### src/rtl/core/udiv_pkg.sv
// ----------------------------------------------------------------------------
// udiv_pkg
// Shared types and constants of the unsigned divider: operand width default,
// controller states and the command/status words between control and datapath.
// ----------------------------------------------------------------------------
`default_nettype none

package udiv_pkg;

  localparam int unsigned DataWidthDef = 64;

  typedef enum logic [1:0] {
    ST_IDLE,
    ST_RUN,
    ST_FINISH
  } udiv_state_e;

  // commands from the controller to the datapath
  typedef struct packed {
    logic load;     // capture operands, clear partial remainder
    logic step;     // produce one quotient bit
    logic publish;  // move the finished result to the output register
  } udiv_cmd_t;

  // status from the datapath to the controller
  typedef struct packed {
    logic last;     // this step yields the final quotient bit
  } udiv_status_t;

endpackage : udiv_pkg

`default_nettype wire

### src/rtl/core/udiv_if.sv
// ----------------------------------------------------------------------------
// udiv_if
// Valid/ready channels of the divider: operand channel and result channel.
// ----------------------------------------------------------------------------
`default_nettype none

interface udiv_in_if #(
  parameter int unsigned DataWidth = 64
);
  logic                 valid;
  logic                 ready;
  logic [DataWidth-1:0] dividend;
  logic [DataWidth-1:0] divisor;

  modport source (output valid, output dividend, output divisor, input ready);
  modport sink   (input valid, input dividend, input divisor, output ready);
endinterface : udiv_in_if

interface udiv_out_if #(
  parameter int unsigned DataWidth = 64
);
  logic                 valid;
  logic                 ready;
  logic [DataWidth-1:0] quotient;
  logic [DataWidth-1:0] remainder;
  logic                 divide_by_zero;

  modport source (output valid, output quotient, output remainder, output divide_by_zero,
                  input ready);
  modport sink   (input valid, input quotient, input remainder, input divide_by_zero,
                  output ready);
endinterface : udiv_out_if

`default_nettype wire

### src/rtl/core/udiv_ctrl.sv
// ----------------------------------------------------------------------------
// udiv_ctrl
// Sequencer of the divider: takes a word, runs the bit steps, then hands the
// result to the output register once that register is free.
// ----------------------------------------------------------------------------
`default_nettype none

module udiv_ctrl (
  input  wire logic                   clk_i,
  input  wire logic                   rst_ni,
  input  wire logic                   in_valid_i,
  output logic                        in_ready_o,
  output logic                        out_valid_o,
  input  wire logic                   out_ready_i,
  input  wire udiv_pkg::udiv_status_t status_i,
  output udiv_pkg::udiv_cmd_t         cmd_o
);
  import udiv_pkg::*;

  udiv_state_e state_q, state_d;
  logic        out_valid_q, out_valid_d;
  logic        out_free;

  assign out_free = !out_valid_q || out_ready_i;

  always_comb begin
    state_d = state_q;
    unique case (state_q)
      ST_IDLE: begin
        if (in_valid_i) state_d = ST_RUN;
      end
      ST_RUN: begin
        if (status_i.last) state_d = ST_FINISH;
      end
      ST_FINISH: begin
        if (out_free) state_d = ST_IDLE;
      end
      default: state_d = ST_IDLE;
    endcase
  end

  always_comb begin
    in_ready_o    = 1'b0;
    cmd_o         = '0;
    unique case (state_q)
      ST_IDLE: begin
        in_ready_o = 1'b1;
        cmd_o.load = in_valid_i;
      end
      ST_RUN: begin
        cmd_o.step = 1'b1;
      end
      ST_FINISH: begin
        cmd_o.publish = out_free;
      end
      default: begin
        in_ready_o = 1'b0;
      end
    endcase
  end

  // hold the result valid until taken, reload on publish
  assign out_valid_d = cmd_o.publish || (out_valid_q && !out_ready_i);
  assign out_valid_o = out_valid_q;

  always_ff @(posedge clk_i or negedge rst_ni) begin
    if (!rst_ni) begin
      state_q     <= ST_IDLE;
      out_valid_q <= 1'b0;
    end else begin
      state_q     <= state_d;
      out_valid_q <= out_valid_d;
    end
  end

endmodule : udiv_ctrl

`default_nettype wire

### src/rtl/core/udiv_datapath.sv
// ----------------------------------------------------------------------------
// udiv_datapath
// Restoring shift-subtract datapath: partial remainder, dividend/quotient
// shift register, divisor, bit counter and the output register.
// ----------------------------------------------------------------------------
`default_nettype none

module udiv_datapath #(
  parameter int unsigned DataWidth = udiv_pkg::DataWidthDef
) (
  input  wire logic                   clk_i,
  input  wire logic                   rst_ni,
  input  wire udiv_pkg::udiv_cmd_t    cmd_i,
  output udiv_pkg::udiv_status_t      status_o,
  input  wire logic [DataWidth-1:0]   dividend_i,
  input  wire logic [DataWidth-1:0]   divisor_i,
  output logic      [DataWidth-1:0]   quotient_o,
  output logic      [DataWidth-1:0]   remainder_o,
  output logic                        divide_by_zero_o
);
  import udiv_pkg::*;

  localparam int unsigned CntWidth = (DataWidth > 1) ? $clog2(DataWidth) : 1;
  localparam logic [CntWidth-1:0] CntLast = CntWidth'(DataWidth - 1);

  logic [DataWidth-1:0] div_q;
  logic [DataWidth-1:0] quo_q, quo_d;
  logic [DataWidth-1:0] rem_q, rem_d;
  logic                 dz_q;
  logic [CntWidth-1:0]  cnt_q, cnt_d;
  logic [DataWidth-1:0] quo_out_q;
  logic [DataWidth-1:0] rem_out_q;
  logic                 dz_out_q;

  logic [DataWidth:0]   rem_shift;
  logic [DataWidth:0]   diff;
  logic                 fits;

  // shift the next dividend bit into the remainder and trial-subtract
  assign rem_shift = {rem_q, quo_q[DataWidth-1]};
  assign diff      = rem_shift - {1'b0, div_q};
  assign fits      = !diff[DataWidth];

  always_comb begin
    quo_d = quo_q;
    rem_d = rem_q;
    cnt_d = cnt_q;
    if (cmd_i.load) begin
      quo_d = dividend_i;
      rem_d = '0;
      cnt_d = '0;
    end else if (cmd_i.step) begin
      quo_d = {quo_q[DataWidth-2:0], fits};
      rem_d = fits ? diff[DataWidth-1:0] : rem_shift[DataWidth-1:0];
      cnt_d = cnt_q + CntWidth'(1);
    end
  end

  assign status_o.last = cmd_i.step && (cnt_q == CntLast);

  always_ff @(posedge clk_i or negedge rst_ni) begin
    if (!rst_ni) begin
      cnt_q <= '0;
    end else begin
      cnt_q <= cnt_d;
    end
  end

  always_ff @(posedge clk_i) begin
    quo_q <= quo_d;
    rem_q <= rem_d;
    if (cmd_i.load) begin
      div_q <= divisor_i;
      dz_q  <= (divisor_i == '0);
    end
    // a zero divisor reports zero quotient and remainder
    if (cmd_i.publish) begin
      quo_out_q <= dz_q ? '0 : quo_q;
      rem_out_q <= dz_q ? '0 : rem_q;
      dz_out_q  <= dz_q;
    end
  end

  assign quotient_o       = quo_out_q;
  assign remainder_o      = rem_out_q;
  assign divide_by_zero_o = dz_out_q;

endmodule : udiv_datapath

`default_nettype wire

### src/rtl/core/unsigned_divide_64_unit.sv
// ----------------------------------------------------------------------------
// unsigned_divide_64_unit
// Unsigned integer divider giving quotient, remainder and a zero-divisor flag.
// ----------------------------------------------------------------------------
// Usage:
//   Operand words (dividend, divisor) enter on div_in_i; result words
//   (quotient, remainder, divide_by_zero) leave on div_out_o. Both are
//   valid/ready channels; a word moves when valid and ready are both high.
//   One word is divided at a time. After acceptance the datapath produces one
//   quotient bit per cycle in a single shift-subtract unit, then the result
//   moves into the output register; the next operand word is taken only
//   after that move.
//   The output register parts the two sides: the next word is accepted and
//   divided while a result still waits. If the receiver stalls longer, the
//   finished result holds in the datapath until the output register frees.
//   A zero divisor gives quotient 0, remainder 0 and divide_by_zero set.
//   Reset (rst_ni low, asynchronous) returns the sequencer to idle, drops
//   any pending result and clears the bit counter; other datapath registers are not reset.
// ----------------------------------------------------------------------------
`default_nettype none

module unsigned_divide_64_unit #(
  parameter int unsigned DATA_WIDTH = udiv_pkg::DataWidthDef
) (
  input  wire logic clk_i,
  input  wire logic rst_ni,
  udiv_in_if.sink   div_in_i,
  udiv_out_if.source div_out_o
);
  import udiv_pkg::*;

  udiv_cmd_t    cmd;
  udiv_status_t status;

  udiv_ctrl u_ctrl (
    .clk_i       (clk_i),
    .rst_ni      (rst_ni),
    .in_valid_i  (div_in_i.valid),
    .in_ready_o  (div_in_i.ready),
    .out_valid_o (div_out_o.valid),
    .out_ready_i (div_out_o.ready),
    .status_i    (status),
    .cmd_o       (cmd)
  );

  udiv_datapath #(
    .DataWidth (DATA_WIDTH)
  ) u_datapath (
    .clk_i            (clk_i),
    .rst_ni           (rst_ni),
    .cmd_i            (cmd),
    .status_o         (status),
    .dividend_i       (div_in_i.dividend),
    .divisor_i        (div_in_i.divisor),
    .quotient_o       (div_out_o.quotient),
    .remainder_o      (div_out_o.remainder),
    .divide_by_zero_o (div_out_o.divide_by_zero)
  );

endmodule : unsigned_divide_64_unit

`default_nettype wire

### src/flat_wrapper.sv
// flat-port wrapper written by rule: the top's interface ports become plain ports
module unsigned_divide_64_unit_flat import udiv_pkg::*;
#(
  parameter int unsigned DATA_WIDTH = udiv_pkg::DataWidthDef
)
  (clk_i, rst_ni, div_in_i_valid, div_in_i_dividend, div_in_i_divisor, div_in_i_ready, div_out_o_valid, div_out_o_quotient, div_out_o_remainder, div_out_o_divide_by_zero, div_out_o_ready);
  udiv_in_if #(.DataWidth(DATA_WIDTH)) div_in_i_i ();
  udiv_out_if #(.DataWidth(DATA_WIDTH)) div_out_o_i ();
  input  wire logic clk_i;
  input  wire logic rst_ni;
  input wire logic [$bits(div_in_i_i.valid)-1:0] div_in_i_valid;
  input wire logic [$bits(div_in_i_i.dividend)-1:0] div_in_i_dividend;
  input wire logic [$bits(div_in_i_i.divisor)-1:0] div_in_i_divisor;
  output wire logic [$bits(div_in_i_i.ready)-1:0] div_in_i_ready;
  output wire logic [$bits(div_out_o_i.valid)-1:0] div_out_o_valid;
  output wire logic [$bits(div_out_o_i.quotient)-1:0] div_out_o_quotient;
  output wire logic [$bits(div_out_o_i.remainder)-1:0] div_out_o_remainder;
  output wire logic [$bits(div_out_o_i.divide_by_zero)-1:0] div_out_o_divide_by_zero;
  input wire logic [$bits(div_out_o_i.ready)-1:0] div_out_o_ready;
  assign div_in_i_i.valid = div_in_i_valid;
  assign div_in_i_i.dividend = div_in_i_dividend;
  assign div_in_i_i.divisor = div_in_i_divisor;
  assign div_in_i_ready = div_in_i_i.ready;
  assign div_out_o_valid = div_out_o_i.valid;
  assign div_out_o_quotient = div_out_o_i.quotient;
  assign div_out_o_remainder = div_out_o_i.remainder;
  assign div_out_o_divide_by_zero = div_out_o_i.divide_by_zero;
  assign div_out_o_i.ready = div_out_o_ready;
  unsigned_divide_64_unit #(.DATA_WIDTH(DATA_WIDTH)) u_core (.clk_i(clk_i), .rst_ni(rst_ni), .div_in_i(div_in_i_i), .div_out_o(div_out_o_i));
endmodule
### config.mk
export PLATFORM = sky130hd
export DESIGN_NAME = unsigned_divide_64_unit_flat
export DESIGN_NICKNAME = d
export VERILOG_FILES = /design/src/rtl/core/udiv_pkg.sv /design/src/rtl/core/udiv_if.sv /design/src/rtl/core/udiv_ctrl.sv /design/src/rtl/core/udiv_datapath.sv /design/src/rtl/core/unsigned_divide_64_unit.sv /design/src/flat_wrapper.sv
export SDC_FILE = /design/constraint.sdc
export NUM_CORES = 1
export LEC_CHECK = 0
export CAP_MARGIN = 10
export CORE_ASPECT_RATIO = 0.8
export CORE_MARGIN = 2
export CORE_UTILIZATION = 50
export CTS_CLUSTER_SIZE = 30
export DETAILED_ROUTE_END_ITERATION = 16
export DONT_BUFFER_PORTS = 1
export GPL_TIMING_DRIVEN = 0
export PLACE_DENSITY_LB_ADDON = 0.08
export SLEW_MARGIN = 20
export SYNTH_ARGS = -nofsm -noshare
export SYNTH_HDL_FRONTEND = slang
export SYNTH_HIERARCHICAL = 1
export SYNTH_SLANG_ARGS = --single-unit
### constraint.sdc
create_clock -name clk_i -period 8.6 [get_ports clk_i]
set_input_delay 0.86 -clock clk_i [delete_from_list [all_inputs] [get_ports clk_i]]
set_output_delay 0.86 -clock clk_i [all_outputs]
set_load 0.01 [all_outputs]
==> impl_metrics.json <==
{
  "relSlewSlack": 0.222,
  "layout.cells.non_filler": 2057,
  "antenna_found_initial": 2,
  "synth_edf_count": 258,
  "cts.repair.resized": 0,
  "drive_above_1_share": 0.108,
  "grt_usage": 0.252,
  "hold_slack_ps": 413,
  "cts_tree": "built",
  "numCtsBuffers": 34,
  "clock_skew_ps": 14.6,
  "cts_sinks": 331,
  "async_reset_ff_frac": 0.0272,
  "ios": 263,
  "yosysTopAreaCellShare": 0.452,
  "status": "finished, final reports clean",
  "synth_common_cells": "258 x edfxtp_1, 161 x nand2_1, 133 x nor2b_1",
  "cts_max_level": 2,
  "final_util": 0.562,
  "die_h_microns": 170,
  "avgSynthCellArea_sq_um": 11.0,
  "grt_max_degree": 41,
  "tightest_slew_ps": 1170,
  "antenna_cells": 0,
  "hpwl_microns": 33900,
  "drcViolationCount": 0,
  "syn_to_final_growth_pct": 10.6,
  "peakVddDrop_mv": 0.165,
  "yosysSeqAreaShare": 0.540,
  "fmax_ghz": 0.264,
  "dr.pass1.iters": 5,
  "synthTopCellsByArea": "edfxtp_1 45%, dfxtp_1 7.5%, nor2b_1 4.9%",
  "synth_cell_types": 83,
  "cp-start-kind": "register",
  "die-area_sq_um": 35800,
  "syn_inst": 1555,
  "gp_congestion": 0.920,
  "cp_data_arrival_time_ps": 4140,
  "period_share": 0.440,
  "final.min_clock_period_ps": 3790,
  "max_cap_violations": 0,
  "synth_flop_cell": "edfxtp_1",
  "dp.cells": 1996,
  "yosysMostFrequentCell": "edfxtp_1",
  "critPathMaxStageDelay_ps": 820,
  "rsz0062_at_grt": "false",
  "hold_viol_final": 0,
  "cts_root_buffer": "clkbuf_16",
  "core_sq_um": 33700,
  "hold_class": "in2reg",
  "wl_microns": 45200,
  "worstPathRequired_ps": 8960,
  "placementRows": 60,
  "clkTransAtPathRegs_ps": 70,
  "leakage_nw": 7.12,
  "yosysWarnings": 6,
  "cts_buffer_depth": 3,
  "setup_viol": 0,
  "globalRouteOverflowTotal": 0,
  "grt_pass1_wl_microns": 69200,
  "critPathCaptureType": "register",
  "path_class": "reg2reg",
  "synth_top_area_cell": "edfxtp_1",
  "finalPower_mw": 7.00,
  "worstPathMaxFanout": 32,
  "ant_nets": 0,
  "vias": 12200,
  "setup-tns-final_ps": 0,
  "start_util": 0.508,
  "final_max_slew_viol_count": 0,
  "grt_pass1_vias": 11800,
  "drt_iter0_drc": 1217,
  "via_per_inst": 5.91,
  "crit_top_cell": "clkbuf_1",
  "ys_seq_elements": 331,
  "final_nets": 1797,
  "synth_nets": 1753,
  "path_cells": "nor2_1 > and2_4 > clkbuf_1 > clkbuf_1 > clkbuf_1 > nand2_1 > o21ai_0",
  "critPathSlowestCell": "clkbuf_1",
  "powerDensity_nw_per_um2": 370,
  "synth_area_sq_um": 17100,
  "post_drt_wl_per_cell_microns": 22.0,
  "clk_latency_ps": 540,
  "n_fill_cell": 2876,
  "die_x_microns": 211,
  "numPortBuffers": 0
}
[area by class of cell]
type / count / area, sq um / area share
clock inverter: 14 / 144 / 0.00759
clock buffer: 46 / 947 / 0.0500
sequential: 331 / 9250 / 0.488
buffer: 78 / 358 / 0.0189
timing repair buffer: 8 / 165 / 0.00872
multi-input combinational: 1063 / 7230 / 0.381
inverter: 83 / 312 / 0.0164
tap: 434 / 543 / 0.0287
[cell families (layout without fill, tap and decap cells)]
kind of cell               Yosys count  in the layout  share of synthesized area
muxes                               68             68                     0.0446
adders and majority gates           66             66                     0.0487
buffers and inverters              161            229                     0.0391
DFF                                331            331                      0.540
xor gates and xnor gates            51             51                     0.0261
AOI/OAI and AO/OA                  327            327                      0.139
and+or+nand+nor                    551            551                      0.162
[layout by cell type (no fill, tap or decap), types with 12 or more instances in the layout]
cell,n
a311oi_1,48
nor3_1,18
xnor2_1,29
nand3_1,23
a21o_1,41
edfxtp_1,258
dfxtp_1,64
o21bai_1,12
o21ai_0,40
nor4_1,21
xor2_1,22
nor2b_1,133
a21oi_1,75
clkbuf_16,35
nand4_1,24
inv_1,83
clkbuf_1,67
mux2_2,63
nor2_1,115
o21a_1,15
nand2_1,160
ha_1,65
[metrics by stage]
step | instance area [sq um] | worst slack (ps)
2_1_floorplan | 17100 | 1710
3_3_place_gp | 17700 | -945
3_5_place_dp | 17800 | 4730
4_1_cts | 18900 | 4790
5_1_grt | 19000 | 4530
6_report | 19000 | 4810
[worst max-delay path: cells and delay by family (launching register included)]
| kind | cells | cell delay, ps |
|---|---|---|
| buffers and inverters | 3 | 2090 |
| AND/OR/NAND/NOR | 3 | 870 |
| AO/OA/AOI/OAI | 1 | 130 |
| flip-flops | 1 | 450 |
[path summary, 6_finish.rpt]
check / to / slack, ps / from / depth (start not counted)
setup / recovery: u_core/u_datapath/quo_q[0] / 4810 / u_core/u_ctrl/state_q[1] / 7
min in group asynchronous: u_core/u_ctrl/out_valid_o / 710 / rst_ni / 1
setup reg to reg: u_core/u_datapath/quo_q[0] / 4810 / u_core/u_ctrl/state_q[1] / 7
hold reg to reg: u_core/u_datapath/rem_q[5] / 510 / u_core/u_datapath/rem_q[4] / 2
max in group asynchronous: u_core/u_datapath/cnt_q[1] / 7590 / rst_ni / 1
hold / removal: u_core/u_datapath/div_q[40] / 410 / div_in_i_divisor[40] / 0
[power breakdown]
group          internal [mW]  total (mW)  switching, mW  leakage (nW)
Sequential              2.20        2.48          0.280          3.09
Clock                  0.838        1.45          0.613         0.531
Combinational           1.32        3.07           1.75          3.50
Total                   4.36        7.00           2.65          7.12
[state kept, by name, summed over array words and instances, names as in the netlist]
name / cells
u_core/u_datapath/quo_q: 64
u_core/u_datapath/quotient_o: 64
u_core/u_ctrl/state_q: 2
u_core/u_datapath/cnt_q: 6
u_core/u_ctrl/out_valid_o: 1
u_core/u_datapath/remainder_o: 64
u_core/u_datapath/dz_q: 1
u_core/u_datapath/divide_by_zero_o: 1
u_core/u_datapath/div_q: 64
u_core/u_datapath/rem_q: 64
[repair_timing]
| item | 4_1_cts | 5_1_grt |
|---|---|---|
| hold buffers | 0 | 1 |
| hold endpoints to repair | 0 | 9 |
| setup buffers | 0 | 0 |
[metal layers]
| layer | up-vias | part of all wire | track usage | routed length, microns |
|---|---|---|---|---|
| met5 | - | 0.00029 | 0 | 13 |
| met2 | 390 | 0.44 | 0.377 | 19900 |
| li1 | 5770 | - | - | - |
| met4 | 2 | 0.023 | 0.0686 | 1030 |
| met3 | 62 | 0.069 | 0.0498 | 3110 |
| met1 | 5943 | 0.47 | 0.374 | 21200 |
No activity file was read; power rests on OpenSTA's default activity.
